--- src/rtl/pcpc_pkg.sv ---
// ----------------------------------------------------------------------------
// pcpc_pkg
// Shared field widths, codes, constants and the constant table of the pen cone check.
// ----------------------------------------------------------------------------
package pcpc_pkg;

  // Field and fixed-point widths.
  localparam int COORD_BITS = 16;
  localparam int FRAC_BITS  = 15;

  // Timing constants in milliseconds.
  localparam logic [31:0] ACTIVE_MS    = 32'd300;
  localparam logic [33:0] HALF_LIFE_MS = 34'd1000;

  // Item kinds.
  localparam logic [1:0] KIND_POS    = 2'd0;
  localparam logic [1:0] KIND_DIR    = 2'd1;
  localparam logic [1:0] KIND_CHECK  = 2'd2;
  localparam logic [1:0] KIND_UNUSED = 2'd3;

  // Configuration register indexes.
  localparam logic CFG_RADIUS = 1'b0;
  localparam logic CFG_COS    = 1'b1;

  // Weight 1.0 in Q30.
  localparam logic [30:0] W_ONE = 31'h4000_0000;

  // Builds c_k = 2^(-2^-k) in Q30 for k = 1..FRAC_BITS by repeated square roots.
  function automatic logic [FRAC_BITS*30-1:0] build_ctab();
    logic [FRAC_BITS*30-1:0] tab;
    logic [63:0] c;
    logic [63:0] v;
    logic [63:0] r;
    logic [63:0] b;
    tab = '0;
    c   = 64'd1 << 29;
    for (int k = 0; k < FRAC_BITS; k++) begin
      v = c << 30;
      r = '0;
      b = 64'h4000_0000_0000_0000;
      for (int i = 0; i < 32; i++) begin
        if (v >= r + b) begin
          v = v - (r + b);
          r = (r >> 1) + b;
        end else begin
          r = r >> 1;
        end
        b = b >> 2;
      end
      c = r;
      tab[k*30 +: 30] = c[29:0];
    end
    return tab;
  endfunction

  localparam logic [FRAC_BITS*30-1:0] C_TAB = build_ctab();

endpackage

--- src/rtl/pcpc_ifs.sv ---
// ----------------------------------------------------------------------------
// pcpc channel interfaces
// Valid/ready channels for input items and result items.
// ----------------------------------------------------------------------------
interface pcpc_item_if;
  import pcpc_pkg::*;

  logic                         valid;
  logic                         ready;
  logic [1:0]                   kind;
  logic signed [COORD_BITS-1:0] x;
  logic signed [COORD_BITS-1:0] y;
  logic [31:0]                  now_ms;

  modport source (output valid, kind, x, y, now_ms, input ready);
  modport sink   (input valid, kind, x, y, now_ms, output ready);
endinterface

interface pcpc_result_if;
  logic valid;
  logic ready;
  logic inside_res;
  logic alive;
  logic active;

  modport source (output valid, inside_res, alive, active, input ready);
  modport sink   (input valid, inside_res, alive, active, output ready);
endinterface

--- src/rtl/pen_cone_palm_check.sv ---
// ----------------------------------------------------------------------------
// pen_cone_palm_check
// Pen cone tracker for palm rejection: apex, decaying direction and cone test.
// ----------------------------------------------------------------------------
//
//  Channel      Dir  Beat contents
//  item_in      in   kind, x, y, now_ms
//  result_out   out  inside_res, alive, active
//  cfg_*        in   cfg_index, cfg_data (write only, no handshake)
//
//  One item is worked at a time; item_in.ready is high only while idle.
//  Position and unused kinds go straight to the finish state; checks and
//  direction updates run on the shared shift-subtract unit (one quotient
//  or root bit per cycle) and the single shared multiplier.
//  A finished result waits in the output register while a new item is taken;
//  a stalled result_out holds the next result until the register frees.
//  Reset (rst, synchronous) clears all tracker state and both registers.
//
module pen_cone_palm_check (
  input  logic                 clk,
  input  logic                 rst,
  input  logic                 cfg_we,
  input  logic                 cfg_index,
  input  logic [15:0]          cfg_data,
  pcpc_item_if.sink            item_in,
  pcpc_result_if.source        result_out
);
  import pcpc_pkg::*;

  typedef enum logic [21:0] {
    S_IDLE  = 22'h000001,
    S_DIVQ  = 22'h000002,
    S_DIVF  = 22'h000004,
    S_WMUL  = 22'h000008,
    S_WFIN  = 22'h000010,
    S_NSQA  = 22'h000020,
    S_NSQB  = 22'h000040,
    S_NSUM  = 22'h000080,
    S_NBR   = 22'h000100,
    S_NDIV  = 22'h000200,
    S_NSQRT = 22'h000400,
    S_NCOMP = 22'h000800,
    S_NEND  = 22'h001000,
    S_SX    = 22'h002000,
    S_SY    = 22'h004000,
    S_CRAD  = 22'h008000,
    S_CSQRT = 22'h010000,
    S_CDX   = 22'h020000,
    S_CDY   = 22'h040000,
    S_CCD   = 22'h080000,
    S_CCMP  = 22'h100000,
    S_DONE  = 22'h200000
  } state_t;

  localparam logic signed [16:0] DIR_ONE = 17'sd32768;

  state_t state;

  // Configuration registers.
  logic [15:0]        cone_radius;
  logic signed [15:0] cone_cos_angle;

  // Tracker state.
  logic signed [15:0] apex_x;
  logic signed [15:0] apex_y;
  logic [31:0]        position_time;
  logic               position_seen;
  logic signed [16:0] dir_x;
  logic signed [16:0] dir_y;
  logic [31:0]        direction_time;
  logic               direction_seen;

  // Item and working registers.
  logic [1:0]         kind;
  logic [31:0]        now;
  logic signed [18:0] va;
  logic signed [18:0] vb;
  logic [32:0]        sq_a;
  logic [32:0]        sq_b;
  logic [33:0]        ssum;
  logic [31:0]        rad_sq;
  logic signed [16:0] ua;
  logic signed [16:0] ub;
  logic               comp_b;
  logic               pass;
  logic [30:0]        w;
  logic [14:0]        f;
  logic [3:0]         kc;
  logic               qsat;
  logic [4:0]         qsh;
  logic [15:0]        wt;
  logic signed [34:0] dot_a;
  logic signed [34:0] dot_b;
  logic signed [34:0] cd;
  logic               hit;

  // Shift-subtract unit registers.
  logic [34:0] rem;
  logic [33:0] quo;
  logic [33:0] den;
  logic [33:0] feed;
  logic        nshift;
  logic [4:0]  cnt;

  // Output register.
  logic res_valid;
  logic res_inside;
  logic res_alive;
  logic res_active;

  logic in_acc;
  logic out_free;
  logic active_in;
  logic active_now;

  assign in_acc     = item_in.valid && item_in.ready;
  assign out_free   = !res_valid || result_out.ready;
  assign active_in  = position_seen && ((item_in.now_ms - position_time) < ACTIVE_MS);
  assign active_now = position_seen && ((now - position_time) < ACTIVE_MS);

  assign item_in.ready         = (state == S_IDLE);
  assign result_out.valid      = res_valid;
  assign result_out.inside_res = res_inside;
  assign result_out.alive      = res_alive;
  assign result_out.active     = res_active;

  // Shared step: one restoring division bit or one square-root bit per cycle.
  logic        sq_mode;
  logic [35:0] t_val;
  logic [35:0] sub_val;
  logic [36:0] diff;
  logic        ge;
  logic [34:0] rem_step;
  logic [33:0] quo_step;
  logic [33:0] feed_step;

  always_comb begin
    sq_mode = (state == S_NSQRT) || (state == S_CSQRT);
    if (sq_mode) begin
      t_val   = {rem[33:0], feed[33:32]};
      sub_val = {17'd0, quo[16:0], 2'b01};
    end else begin
      t_val   = nshift ? {1'b0, rem} : {rem, feed[33]};
      sub_val = {2'b00, den};
    end
    diff      = {1'b0, t_val} - {1'b0, sub_val};
    ge        = ~diff[36];
    rem_step  = ge ? diff[34:0] : t_val[34:0];
    quo_step  = {quo[32:0], ge};
    feed_step = sq_mode ? {feed[31:0], 2'b00} : {feed[32:0], 1'b0};
  end

  // Shared multiplier, operands chosen by state.
  logic signed [31:0] mul_a;
  logic signed [31:0] mul_b;
  logic signed [63:0] mul_p;

  always_comb begin
    case (state)
      S_NSQA: begin
        mul_a = {{13{va[18]}}, va};
        mul_b = {{13{va[18]}}, va};
      end
      S_NSQB: begin
        mul_a = {{13{vb[18]}}, vb};
        mul_b = {{13{vb[18]}}, vb};
      end
      S_NSUM: begin
        mul_a = {16'd0, cone_radius};
        mul_b = {16'd0, cone_radius};
      end
      S_WMUL: begin
        mul_a = {1'b0, w};
        mul_b = {2'b00, C_TAB[kc*30 +: 30]};
      end
      S_SX: begin
        mul_a = {16'd0, wt};
        mul_b = {{15{dir_x[16]}}, dir_x};
      end
      S_SY: begin
        mul_a = {16'd0, wt};
        mul_b = {{15{dir_y[16]}}, dir_y};
      end
      S_CDX: begin
        mul_a = {{13{va[18]}}, va};
        mul_b = {{15{dir_x[16]}}, dir_x};
      end
      S_CDY: begin
        mul_a = {{13{vb[18]}}, vb};
        mul_b = {{15{dir_y[16]}}, dir_y};
      end
      S_CCD: begin
        mul_a = {{16{cone_cos_angle[15]}}, cone_cos_angle};
        mul_b = {15'd0, quo[16:0]};
      end
      default: begin
        mul_a = '0;
        mul_b = '0;
      end
    endcase
    mul_p = mul_a * mul_b;
  end

  // Signed unit component from the root just found.
  logic [30:0]        w_shr;
  logic               comp_neg;
  logic signed [16:0] comp_val;
  logic signed [35:0] dot_sum;

  always_comb begin
    w_shr    = w >> qsh;
    comp_neg = comp_b ? vb[18] : va[18];
    comp_val = comp_neg ? (17'sd0 - $signed({1'b0, quo[15:0]})) : $signed({1'b0, quo[15:0]});
    dot_sum  = {dot_a[34], dot_a} + {dot_b[34], dot_b};
  end

  // Configuration writes.
  always_ff @(posedge clk) begin
    if (rst) begin
      cone_radius    <= '0;
      cone_cos_angle <= '0;
    end else if (cfg_we) begin
      unique case (cfg_index)
        CFG_RADIUS: cone_radius    <= cfg_data;
        CFG_COS:    cone_cos_angle <= $signed(cfg_data);
        default:    ;
      endcase
    end
  end

  // Output register.
  always_ff @(posedge clk) begin
    if (rst) begin
      res_valid <= 1'b0;
    end else if (state == S_DONE && out_free) begin
      res_valid <= 1'b1;
    end else if (result_out.ready) begin
      res_valid <= 1'b0;
    end
  end

  always_ff @(posedge clk) begin
    if (state == S_DONE && out_free) begin
      res_inside <= hit;
      res_alive  <= position_seen;
      res_active <= active_now;
    end
  end

  // Sequencer and datapath.
  always_ff @(posedge clk) begin
    if (rst) begin
      state          <= S_IDLE;
      apex_x         <= '0;
      apex_y         <= '0;
      position_time  <= '0;
      position_seen  <= 1'b0;
      dir_x          <= '0;
      dir_y          <= '0;
      direction_time <= '0;
      direction_seen <= 1'b0;
    end else begin
      // The shift-subtract unit advances one bit in each of its run states;
      // the last division cycles reload the unit in their own arms.
      if (((state == S_DIVQ || state == S_NDIV) && cnt != 5'd0) ||
          state == S_DIVF || state == S_NSQRT || state == S_CSQRT) begin
        rem    <= rem_step;
        quo    <= quo_step;
        feed   <= feed_step;
        nshift <= 1'b0;
        cnt    <= cnt - 5'd1;
      end

      unique case (state)
        S_IDLE: begin
          if (in_acc) begin
            kind   <= item_in.kind;
            now    <= item_in.now_ms;
            hit    <= 1'b0;
            pass   <= 1'b0;
            va     <= {{3{item_in.x[15]}}, item_in.x} - {{3{apex_x[15]}}, apex_x};
            vb     <= {{3{item_in.y[15]}}, item_in.y} - {{3{apex_y[15]}}, apex_y};
            case (item_in.kind)
              KIND_POS: begin
                apex_x        <= item_in.x;
                apex_y        <= item_in.y;
                position_time <= item_in.now_ms;
                position_seen <= 1'b1;
                state         <= S_DONE;
              end
              KIND_DIR: begin
                if (direction_seen) begin
                  rem    <= '0;
                  quo    <= '0;
                  den    <= HALF_LIFE_MS;
                  feed   <= {item_in.now_ms - direction_time, 2'b00};
                  nshift <= 1'b0;
                  cnt    <= 5'd31;
                  state  <= S_DIVQ;
                end else begin
                  wt    <= '0;
                  state <= S_NSQA;
                end
              end
              KIND_CHECK: begin
                state <= active_in ? S_NSQA : S_DONE;
              end
              default: state <= S_DONE;
            endcase
          end
        end

        // Whole half-lives, then the fraction of a half-life in Q15.
        S_DIVQ: begin
          if (cnt == 5'd0) begin
            rem    <= rem_step;
            qsat   <= (|quo_step[31:5]) || (quo_step[4:0] == 5'd31);
            qsh    <= quo_step[4:0];
            quo    <= '0;
            feed   <= '0;
            nshift <= 1'b1;
            cnt    <= 5'(FRAC_BITS);
            state  <= S_DIVF;
          end
        end

        S_DIVF: begin
          if (cnt == 5'd0) begin
            f     <= quo_step[14:0];
            w     <= W_ONE;
            kc    <= '0;
            state <= S_WMUL;
          end
        end

        // Product of the root constants picked by the fraction bits.
        S_WMUL: begin
          if (f[14]) begin
            w <= mul_p[60:30];
          end
          f  <= {f[13:0], 1'b0};
          kc <= kc + 4'd1;
          if (kc == 4'(FRAC_BITS - 1)) begin
            state <= S_WFIN;
          end
        end

        S_WFIN: begin
          wt    <= qsat ? 16'd0 : w_shr[30:15];
          state <= S_NSQA;
        end

        // Squares of the vector held in va, vb.
        S_NSQA: begin
          sq_a  <= mul_p[32:0];
          state <= S_NSQB;
        end

        S_NSQB: begin
          sq_b  <= mul_p[32:0];
          state <= S_NSUM;
        end

        S_NSUM: begin
          ssum   <= {1'b0, sq_a} + {1'b0, sq_b};
          rad_sq <= mul_p[31:0];
          state  <= (kind == KIND_CHECK) ? S_CRAD : S_NBR;
        end

        // Zero length gives a zero vector; else start on the x component.
        S_NBR: begin
          if (ssum == 34'd0) begin
            ua    <= '0;
            ub    <= '0;
            state <= S_NEND;
          end else begin
            rem    <= {2'b00, sq_a};
            den    <= ssum;
            quo    <= '0;
            feed   <= '0;
            nshift <= 1'b1;
            cnt    <= 5'd30;
            comp_b <= 1'b0;
            state  <= S_NDIV;
          end
        end

        S_NDIV: begin
          if (cnt == 5'd0) begin
            rem   <= '0;
            quo   <= '0;
            feed  <= {3'b000, quo_step[30:0]};
            cnt   <= 5'd16;
            state <= S_NSQRT;
          end
        end

        S_NSQRT: begin
          if (cnt == 5'd0) begin
            state <= S_NCOMP;
          end
        end

        S_NCOMP: begin
          if (!comp_b) begin
            ua     <= comp_val;
            rem    <= {2'b00, sq_b};
            quo    <= '0;
            feed   <= '0;
            nshift <= 1'b1;
            cnt    <= 5'd30;
            comp_b <= 1'b1;
            state  <= S_NDIV;
          end else begin
            ub    <= comp_val;
            state <= S_NEND;
          end
        end

        // First pass gave the new unit vector; second pass the new direction.
        S_NEND: begin
          if (!pass) begin
            state <= S_SX;
          end else begin
            dir_x          <= ua;
            dir_y          <= ub;
            direction_time <= now;
            direction_seen <= 1'b1;
            state          <= S_DONE;
          end
        end

        S_SX: begin
          va    <= mul_p[33:15] + {{2{ua[16]}}, ua};
          state <= S_SY;
        end

        S_SY: begin
          vb    <= mul_p[33:15] + {{2{ub[16]}}, ub};
          pass  <= 1'b1;
          state <= S_NSQA;
        end

        // Check: radius test, then distance root and cone test.
        S_CRAD: begin
          if (ssum > {2'b00, rad_sq}) begin
            state <= S_DONE;
          end else begin
            rem   <= '0;
            quo   <= '0;
            feed  <= ssum;
            cnt   <= 5'd16;
            state <= S_CSQRT;
          end
        end

        S_CSQRT: begin
          if (cnt == 5'd0) begin
            state <= S_CDX;
          end
        end

        S_CDX: begin
          dot_a <= mul_p[34:0];
          state <= S_CDY;
        end

        S_CDY: begin
          dot_b <= mul_p[34:0];
          state <= S_CCD;
        end

        S_CCD: begin
          cd    <= mul_p[34:0];
          state <= S_CCMP;
        end

        S_CCMP: begin
          hit   <= dot_sum > $signed({cd[34], cd});
          state <= S_DONE;
        end

        S_DONE: begin
          if (out_free) begin
            state <= S_IDLE;
          end
        end

        default: state <= S_IDLE;
      endcase
    end
  end

  // An accepted item always leaves the idle state.
  a_leave_idle: assert property (@(posedge clk) disable iff (rst)
    in_acc |=> state != S_IDLE)
    else $error("item accepted but sequencer stayed idle");

  // A result beat appears only when the sequencer finishes an item.
  a_result_src: assert property (@(posedge clk) disable iff (rst)
    $rose(res_valid) |-> $past(state == S_DONE))
    else $error("result raised outside the finish state");

  // A blocked output register keeps the sequencer waiting.
  a_done_hold: assert property (@(posedge clk) disable iff (rst)
    (state == S_DONE && res_valid && !result_out.ready) |=> state == S_DONE)
    else $error("result overwritten while stalled");

  // The direction stays within unit magnitude per component.
  a_dir_range: assert property (@(posedge clk) disable iff (rst)
    dir_x <= DIR_ONE && dir_x >= -DIR_ONE && dir_y <= DIR_ONE && dir_y >= -DIR_ONE)
    else $error("direction component beyond unit length");

endmodule

--- src/flat_wrapper.sv ---
// flat-port wrapper written by rule: the top's interface ports become plain ports
module pen_cone_palm_check_flat import pcpc_pkg::*;
  (clk, rst, cfg_we, cfg_index, cfg_data, item_in_valid, item_in_kind, item_in_x, item_in_y, item_in_now_ms, item_in_ready, result_out_valid, result_out_inside_res, result_out_alive, result_out_active, result_out_ready);
  pcpc_item_if item_in_i ();
  pcpc_result_if result_out_i ();
  input  logic clk;
  input  logic rst;
  input  logic cfg_we;
  input  logic cfg_index;
  input  logic [15:0] cfg_data;
  input wire logic [$bits(item_in_i.valid)-1:0] item_in_valid;
  input wire logic [$bits(item_in_i.kind)-1:0] item_in_kind;
  input wire logic [$bits(item_in_i.x)-1:0] item_in_x;
  input wire logic [$bits(item_in_i.y)-1:0] item_in_y;
  input wire logic [$bits(item_in_i.now_ms)-1:0] item_in_now_ms;
  output wire logic [$bits(item_in_i.ready)-1:0] item_in_ready;
  output wire logic [$bits(result_out_i.valid)-1:0] result_out_valid;
  output wire logic [$bits(result_out_i.inside_res)-1:0] result_out_inside_res;
  output wire logic [$bits(result_out_i.alive)-1:0] result_out_alive;
  output wire logic [$bits(result_out_i.active)-1:0] result_out_active;
  input wire logic [$bits(result_out_i.ready)-1:0] result_out_ready;
  assign item_in_i.valid = item_in_valid;
  assign item_in_i.kind = item_in_kind;
  assign item_in_i.x = item_in_x;
  assign item_in_i.y = item_in_y;
  assign item_in_i.now_ms = item_in_now_ms;
  assign item_in_ready = item_in_i.ready;
  assign result_out_valid = result_out_i.valid;
  assign result_out_inside_res = result_out_i.inside_res;
  assign result_out_alive = result_out_i.alive;
  assign result_out_active = result_out_i.active;
  assign result_out_i.ready = result_out_ready;
  pen_cone_palm_check u_core (.clk(clk), .rst(rst), .cfg_we(cfg_we), .cfg_index(cfg_index), .cfg_data(cfg_data), .item_in(item_in_i), .result_out(result_out_i));
endmodule
--- config.mk ---
export PLATFORM = sky130hd
export DESIGN_NAME = pen_cone_palm_check_flat
export DESIGN_NICKNAME = d
export VERILOG_FILES = /design/src/rtl/pcpc_pkg.sv /design/src/rtl/pcpc_ifs.sv /design/src/rtl/pen_cone_palm_check.sv /design/src/flat_wrapper.sv
export SDC_FILE = /design/constraint.sdc
export NUM_CORES = 2
export LEC_CHECK = 0
export BUFFER_PORTS_ARGS = -buffer_cell sky130_fd_sc_hd__buf_4
export CAP_MARGIN = 10
export CELL_PAD_IN_SITES_DETAIL_PLACEMENT = 1
export CELL_PAD_IN_SITES_GLOBAL_PLACEMENT = 1
export CORE_MARGIN = 4
export CORE_UTILIZATION = 45
export CTS_CLUSTER_DIAMETER = 30
export DETAILED_ROUTE_END_ITERATION = 8
export HOLD_SLACK_MARGIN = 0.02
export PLACE_DENSITY = 0.71
export SLEW_MARGIN = 20
export SYNTH_ARGS = -nofsm -noshare
export SYNTH_HDL_FRONTEND = slang
export SYNTH_SLANG_ARGS = --single-unit
--- constraint.sdc ---
create_clock -name clk -period 15.85 [get_ports clk]
set_input_delay 2.3775 -clock clk [delete_from_list [all_inputs] [get_ports clk]]
set_output_delay 2.3775 -clock clk [all_outputs]
set_load 0.05 [all_outputs]
After elaboration in Yosys (flattened, before gate mapping) --
Index checks and enable logic that the tools add are counted.
Operators by class: $add $sub $neg 13, $mul 2, order comparisons 4, equality and inequality tests 43, shift-type cells 2, multiplexer cells 106, bitwise logic cells 3, reductions and logical operators 56
Operators with widths (count):
- 34-bit 2-to-1 mux | 23
- 22-bit one-hot mux with 21 select lines | 1
- 450-bit by 10-bit indexed part select with 30-bit output (first input constant) | 1
- 35-bit 2-to-1 mux | 10
- 22-bit 2-to-1 mux | 11
- 32-bit one-hot mux with 7 select lines | 1
- 35-bit one-hot mux with 6 select lines | 1
- 34-bit one-hot mux with 6 select lines | 1
- 32-bit one-hot mux with 6 select lines | 1
- 34-bit one-hot mux with 5 select lines | 1
- 32-bit subtractor | 3
- 16-bit 2-to-1 mux | 5
- 19-bit one-hot mux with 2 select lines | 2
- 36-bit 2-to-1 mux | 2
- 17-bit 2-to-1 mux | 4
- 17-bit one-hot mux with 2 select lines | 2
- 34-bit one-hot mux with 2 select lines | 1
- 32-bit by 9-bit < comparator with 1-bit output (second input constant) | 2
- 31-bit 2-to-1 mux | 2
- 31-bit one-hot mux with 2 select lines | 1
- 32-bit by 32-bit multiplier with 61-bit output | 1
- 5-bit 2-to-1 mux | 9
- 22-bit one-hot mux with 2 select lines | 1
- 19-bit adder | 2
- 68 further kinds | 141
Storage, ports and cells: register bits after elaboration 751, bits of input ports 88, output and inout port bits 5, word-level logic and storage cells 272

Longest topological paths before layout --
word-level depth 11, mapped depth 51

Worst setup path before layout --
No wires, ideal clock.
path kind register to register, from register u_core.state[17], to register u_core.vb[18] (data pin), data arrival time 10.779 ns, path slack 4.800 ns, stages on the path, launching flop included 47, buffers on the path 6, period minus slack after synthesis 11.050 ns, cells stage by stage dfxtp_1 buf_2 or4_1 or3_1 buf_6 nor4_4 and4b_1 buf_2 a41o_1 buf_2 buf_1 a221oi_1 clkbuf_1 nor2_1 fa_1 fa_1 fa_1 inv_1 [11 not listed] o21ai_0 a21oi_1 o21bai_1 a21oi_1 xnor2_1 ha_1 nor2b_1 o21ai_0 a21oi_1 o41ai_1 o21ai_0 o211a_1 o31a_1 o21ai_0 nand2b_1 a21oi_1 xnor2_1 o21ai_0
On the way: cells in the longest elaborated chain, start to end 6
RTL lines:
- start, declared | RTL line pen_cone_palm_check.sv:57 | state_t state;
- start signal, assigned | RTL line pen_cone_palm_check.sv:306 | state <= active_in ? S_NSQA : S_DONE;
- start signal, assigned | RTL line pen_cone_palm_check.sv:367 | state <= (kind == KIND_CHECK) ? S_CRAD : S_NBR;
- 22-bit by 15-bit == test with 1-bit output (tied with other cells) | RTL line pen_cone_palm_check.sv:159 | case (state)
- 2-bit OR reduction (no source line)
- 32-bit one-hot mux with 7 select lines / 32-bit one-hot mux with 6 select lines (equally long branches) | RTL line pen_cone_palm_check.sv:159
- 32-bit by 32-bit multiplier with 61-bit output (*) | RTL line pen_cone_palm_check.sv:201 | mul_p = mul_a * mul_b;
- named net u_core.mul_p[17] | RTL line pen_cone_palm_check.sv:156 | logic signed [63:0] mul_p;
- 19-bit adder (*) | RTL line pen_cone_palm_check.sv:439 | vb <= mul_p[33:15] + {{2{ub[16]}}, ub};
- 19-bit one-hot mux with 2 select lines (*) | RTL line pen_cone_palm_check.sv:274 | unique case (state)
- end signal, assigned | RTL line pen_cone_palm_check.sv:282 | vb <= {{3{item_in.y[15]}}, item_in.y} - {{3{apex_y[15]}}, apex_y};
- end signal, assigned | RTL line pen_cone_palm_check.sv:439
- end, declared | RTL line pen_cone_palm_check.sv:77 | logic signed [18:0] vb;
The timed path passes the listed nets; every way through them passes the cells marked *. A chain may end at the register's enable or synchronous reset.

Worst setup path in the final report --
from register u_core.state[17], to register u_core.va[18] (data pin)
On the way: cells in the longest elaborated chain, start to end 6
RTL lines:
- 22-bit by 15-bit == test with 1-bit output (tied with other cells) | RTL line pen_cone_palm_check.sv:159
- 2-bit OR reduction (no source line)
- 32-bit one-hot mux with 7 select lines / 32-bit one-hot mux with 6 select lines (equally long branches) | RTL line pen_cone_palm_check.sv:159
- 32-bit by 32-bit multiplier with 61-bit output (*) | RTL line pen_cone_palm_check.sv:201
- named net u_core.mul_p[20] | RTL line pen_cone_palm_check.sv:156
- 19-bit adder (*) | RTL line pen_cone_palm_check.sv:434 | va <= mul_p[33:15] + {{2{ua[16]}}, ua};
- 19-bit one-hot mux with 2 select lines (*) | RTL line pen_cone_palm_check.sv:274
- end signal, assigned | RTL line pen_cone_palm_check.sv:281 | va <= {{3{item_in.x[15]}}, item_in.x} - {{3{apex_x[15]}}, apex_x};
- end signal, assigned | RTL line pen_cone_palm_check.sv:434
- end, declared | RTL line pen_cone_palm_check.sv:76 | logic signed [18:0] va;
Marked as above.

==> impl_metrics.csv <==
group,metric,value,unit
run_status,status,"completed",
critical_path,crit_family,"compound AO/OA/AOI/OAI gates",
logic_synthesis,syn-cell-area,0.08067,sq mm
finish,final_cell_mix,"inv_1, nand2_1, fa_1",
detailed_routing,vias_per_cell,5.882,
timing,setup_tns,0,ns
floorplan,ioPinCount,93,
clocking,cts.path.max_buffers,3,
clocking,cts.hold.buffers_added,0,
logic_synthesis,yosys-top-cells-area,"fa_1, edfxtp_1, ha_1, inv_1, nand2_1",
logic_synthesis,async_flop_share,0,%
timing,worst_slew_pin_slew,1.239,ns
floorplan,core,0.1784,sq mm
critical_path,cp_common_cell,"fa_1",
pwr,power.share.sequential,33.1,%
timing,slew_headroom,17.43,%
floorplan,die-area,0.1861,sq mm
logic_synthesis,synth-main-ff-cell,"edfxtp_1",
global_route,grt-ovfl-total,0,
critical_path,required,16.33,ns
floorplan,die_y,431.4,microns
critical_path,end_kind,"flip-flop",
logic_synthesis,synth_nets,10445,
clocking,numCtsBuffers,171,
finish,seq_area,0.02059,sq mm
pwr,clkPwrFrac,51.0,%
detailed_routing,drt-initial-drc-count,6409,
logic_synthesis,synth_top_cell_area_share,26.26,%
placement,hpwl,229800,microns
clocking,clock_sinks,748,
finish,syn2layout_area_growth,12.11,%
critical_path,startpoint_type,"flip-flop",
floorplan,die_x,431.4,microns
timing,hold_viol,0,
logic_synthesis,synth-seq-cells,748,
detailed_routing,drt-total-wl,299000,microns
critical_path,crit_type,"flip-flop to flip-flop",
finish,multiInputGateArea,0.05360,sq mm
pwr,leakage,37.87,nW
placement,gp_congestion,0.9578,
critical_path,cpPeakStageDelay,0.99,ns
global_route,grt_max_degree,85,
detailed_routing,drc,0,
critical_path,crit_path_max_fanout,20,
critical_path,path_buf_inv,5,
pwr,swShare,30.16,%
detailed_routing,detail_route.wl_per_cell,26.35,microns
clocking,cts_resized,0,
critical_path,reg2reg_depth,40,
logic_synthesis,synth_edf_count,561,
critical_path,critPathArrivalTime,14.76,ns
logic_synthesis,syn_inst,8775,
logic_synthesis,yosysTopAreaCell,"fa_1",
timing,setup_violations,0,
finish,nNetsFinal,10500,
global_route,grt_pass1_wl,449800,microns
finish,nFillCells,20376,
critical_path,rrSetupSlack,1.56,ns
critical_path,cp_slowest_cell,"nand4b_1",
pwr,intPower,0.005109,W
timing,finalCritPeriodShare,90.14,%
critical_path,cp-endpoint,"u_core.va[18]",
min_path,hold_depth,2,
floorplan,rows,155,
logic_synthesis,yosysWarnings,0,
clocking,clkTransAtPathRegs,0.05,ns
timing,period_minus_slack,14.29,ns
floorplan,start_util,45.21,%
detailed_routing,ant_nets,0,
pwr,vdd_ir_drop_max,0.1219,mV
critical_path,worstSetupPathDepth,40,
timing,finClkSkew,0.05318,ns
logic_synthesis,syn_avg_cell_area,9.193,sq um
finish,layout_commonest_cell,"inv_1",
clocking,cts_setup_buffers,0,
finish,final_layout_size_suffix_gt1_share,7.964,%
pwr,p_per_area,80.89,mW/mm^2
min_path,min_path_type,"flip-flop to flip-flop",
pwr,pwr-share-comb,15.9,%
clocking,clock_latency,0.79,ns
timing,rsz0062_at_grt,"no",
global_route,antenna_found_initial,39,
clocking,cts_tree,"built",
run,cap_violations,0,
clocking,cts_root_buf,"clkbuf_16",
clocking,h-tree-depth,4,
placement,io_buffers,92,
placement,dpl_worst_slack,1.857,ns
critical_path,startpoint,"u_core.state[17]",
timing,fmax,69.99,MHz
global_route,track_usage,32.09,%
logic_synthesis,synth_cell_types,101,
global_route,grt_pass1_vias,71587,
critical_path,r2r_end,"u_core.va[18]",
detailed_routing,drtPass1Iterations,7,
critical_path,regToRegStartpoint,"u_core.state[17]",
logic_synthesis,synth_seq_area_share,25.52,%
timing,drv_slew,0,
detailed_routing,num_vias,66758,
pwr,p_switching,0.002206,W
timing,worst_slack,1.563,ns
==> worst reg2reg max path, delay by kind of cell (launching register included) <==
| kind | cells | cell delay (ns) |
|---|---|---|
| compound gates | 16 | 4.72 |
| xor+xnor | 2 | 1.06 |
| fa+ha+maj | 10 | 4.10 |
| buf+inv | 5 | 0.48 |
| flops | 1 | 0.40 |
| simple gates | 7 | 3.21 |
==> through the flow <==
stage / instances / utilization (%) / hold slack, ns / total power (W) / area, sq um
after CTS: 11333 / 50.65 / 0.4507 / 0.007329 / 90370
after global routing: 11341 / 50.68 / 0.4677 / 0.007568 / 90420
final: 11349 / 50.69 / 0.4482 / 0.007316 / 90440
after floorplan: 8775 / - / 0.4003 / 0.003151 / 80670
after global placement: 11012 / 47.23 / 0.4374 / 0.003544 / 84270
after detailed placement: 11012 / 47.24 / 0.4451 / 0.003588 / 84290
==> worst min path at each step <==
stage | from | endpoint
3_5_place_dp | u_core.apex_x[9] | u_core.apex_x[9]
3_3_place_gp | u_core.position_time[25] | u_core.position_time[25]
6_report | u_core.position_time[6] | u_core.position_time[6]
4_1_cts | u_core.apex_x[9] | u_core.apex_x[9]
2_1_floorplan | u_core.hit | u_core.result_out.inside_res
5_1_grt | u_core.apex_x[12] | u_core.apex_x[12]
==> area by class of cell <==
class,instances,share of cell area [%]
repair buffers,273,2.284
multi-input cells,6272,59.26
diodes,16,0.04427
inverters,1364,5.665
clock buffers,188,4.870
clock inverters,133,1.851
well taps,2355,3.258
flip-flops and latches,748,22.77
==> power by group through the flow <==
| stage | logic [W] | registers [W] | clock network (W) |
|---|---|---|---|
| 3_5_place_dp | 0.00114 | 0.00245 | 0 |
| 3_3_place_gp | 0.00110 | 0.00245 | 0 |
| 6_report | 0.00116 | 0.00242 | 0.00373 |
| 5_1_grt | 0.00126 | 0.00243 | 0.00388 |
| 2_1_floorplan | 0.000778 | 0.00237 | 0 |
| 4_1_cts | 0.00115 | 0.00242 | 0.00376 |
==> metal layers <==
layer	GRT usage, %	vias to the layer above	share of wire, %
met5	0	-	0.031
met4	13.27	8	4.7
met3	6.396	688	8.3
met2	52.08	2595	47
met1	42.12	34516	40
li1	-	28951	-
==> registers in the layout (all words and copies together), names as in the netlist, 32 cells and up <==
register / count
u_core.cd: 35
u_core.den: 34
u_core.direction_time: 32
u_core.dot_a: 35
u_core.dot_b: 35
u_core.feed: 34
u_core.now: 32
u_core.position_time: 32
u_core.rad_sq: 32
u_core.rem: 35
u_core.sq_a: 33
u_core.sq_b: 33
u_core.ssum: 34
==> cells by family after synthesis <==
family | synth area share (%)
buffers and inverters | 8.446
flip-flops | 25.52
adder cells (fa/ha/maj) | 34.38
AO/OA/AOI/OAI | 12.14
AND/OR/NAND/NOR | 14.87
XOR/XNOR | 3.094
multiplexers | 1.536
==> synthesized netlist by cell type (96+ instances only) <==
master    number
nand2_1     1343
nor2_1       751
a21o_1       128
xor2_1        96
nand3_1      126
fa_1        1058
xnor2_1      189
edfxtp_1     561
inv_1       1358
clkbuf_1     258
o21ai_0      276
a21oi_1      579
mux2i_1      108
ha_1         524
dfxtp_1      187
(Power assumes the default switching activity.)
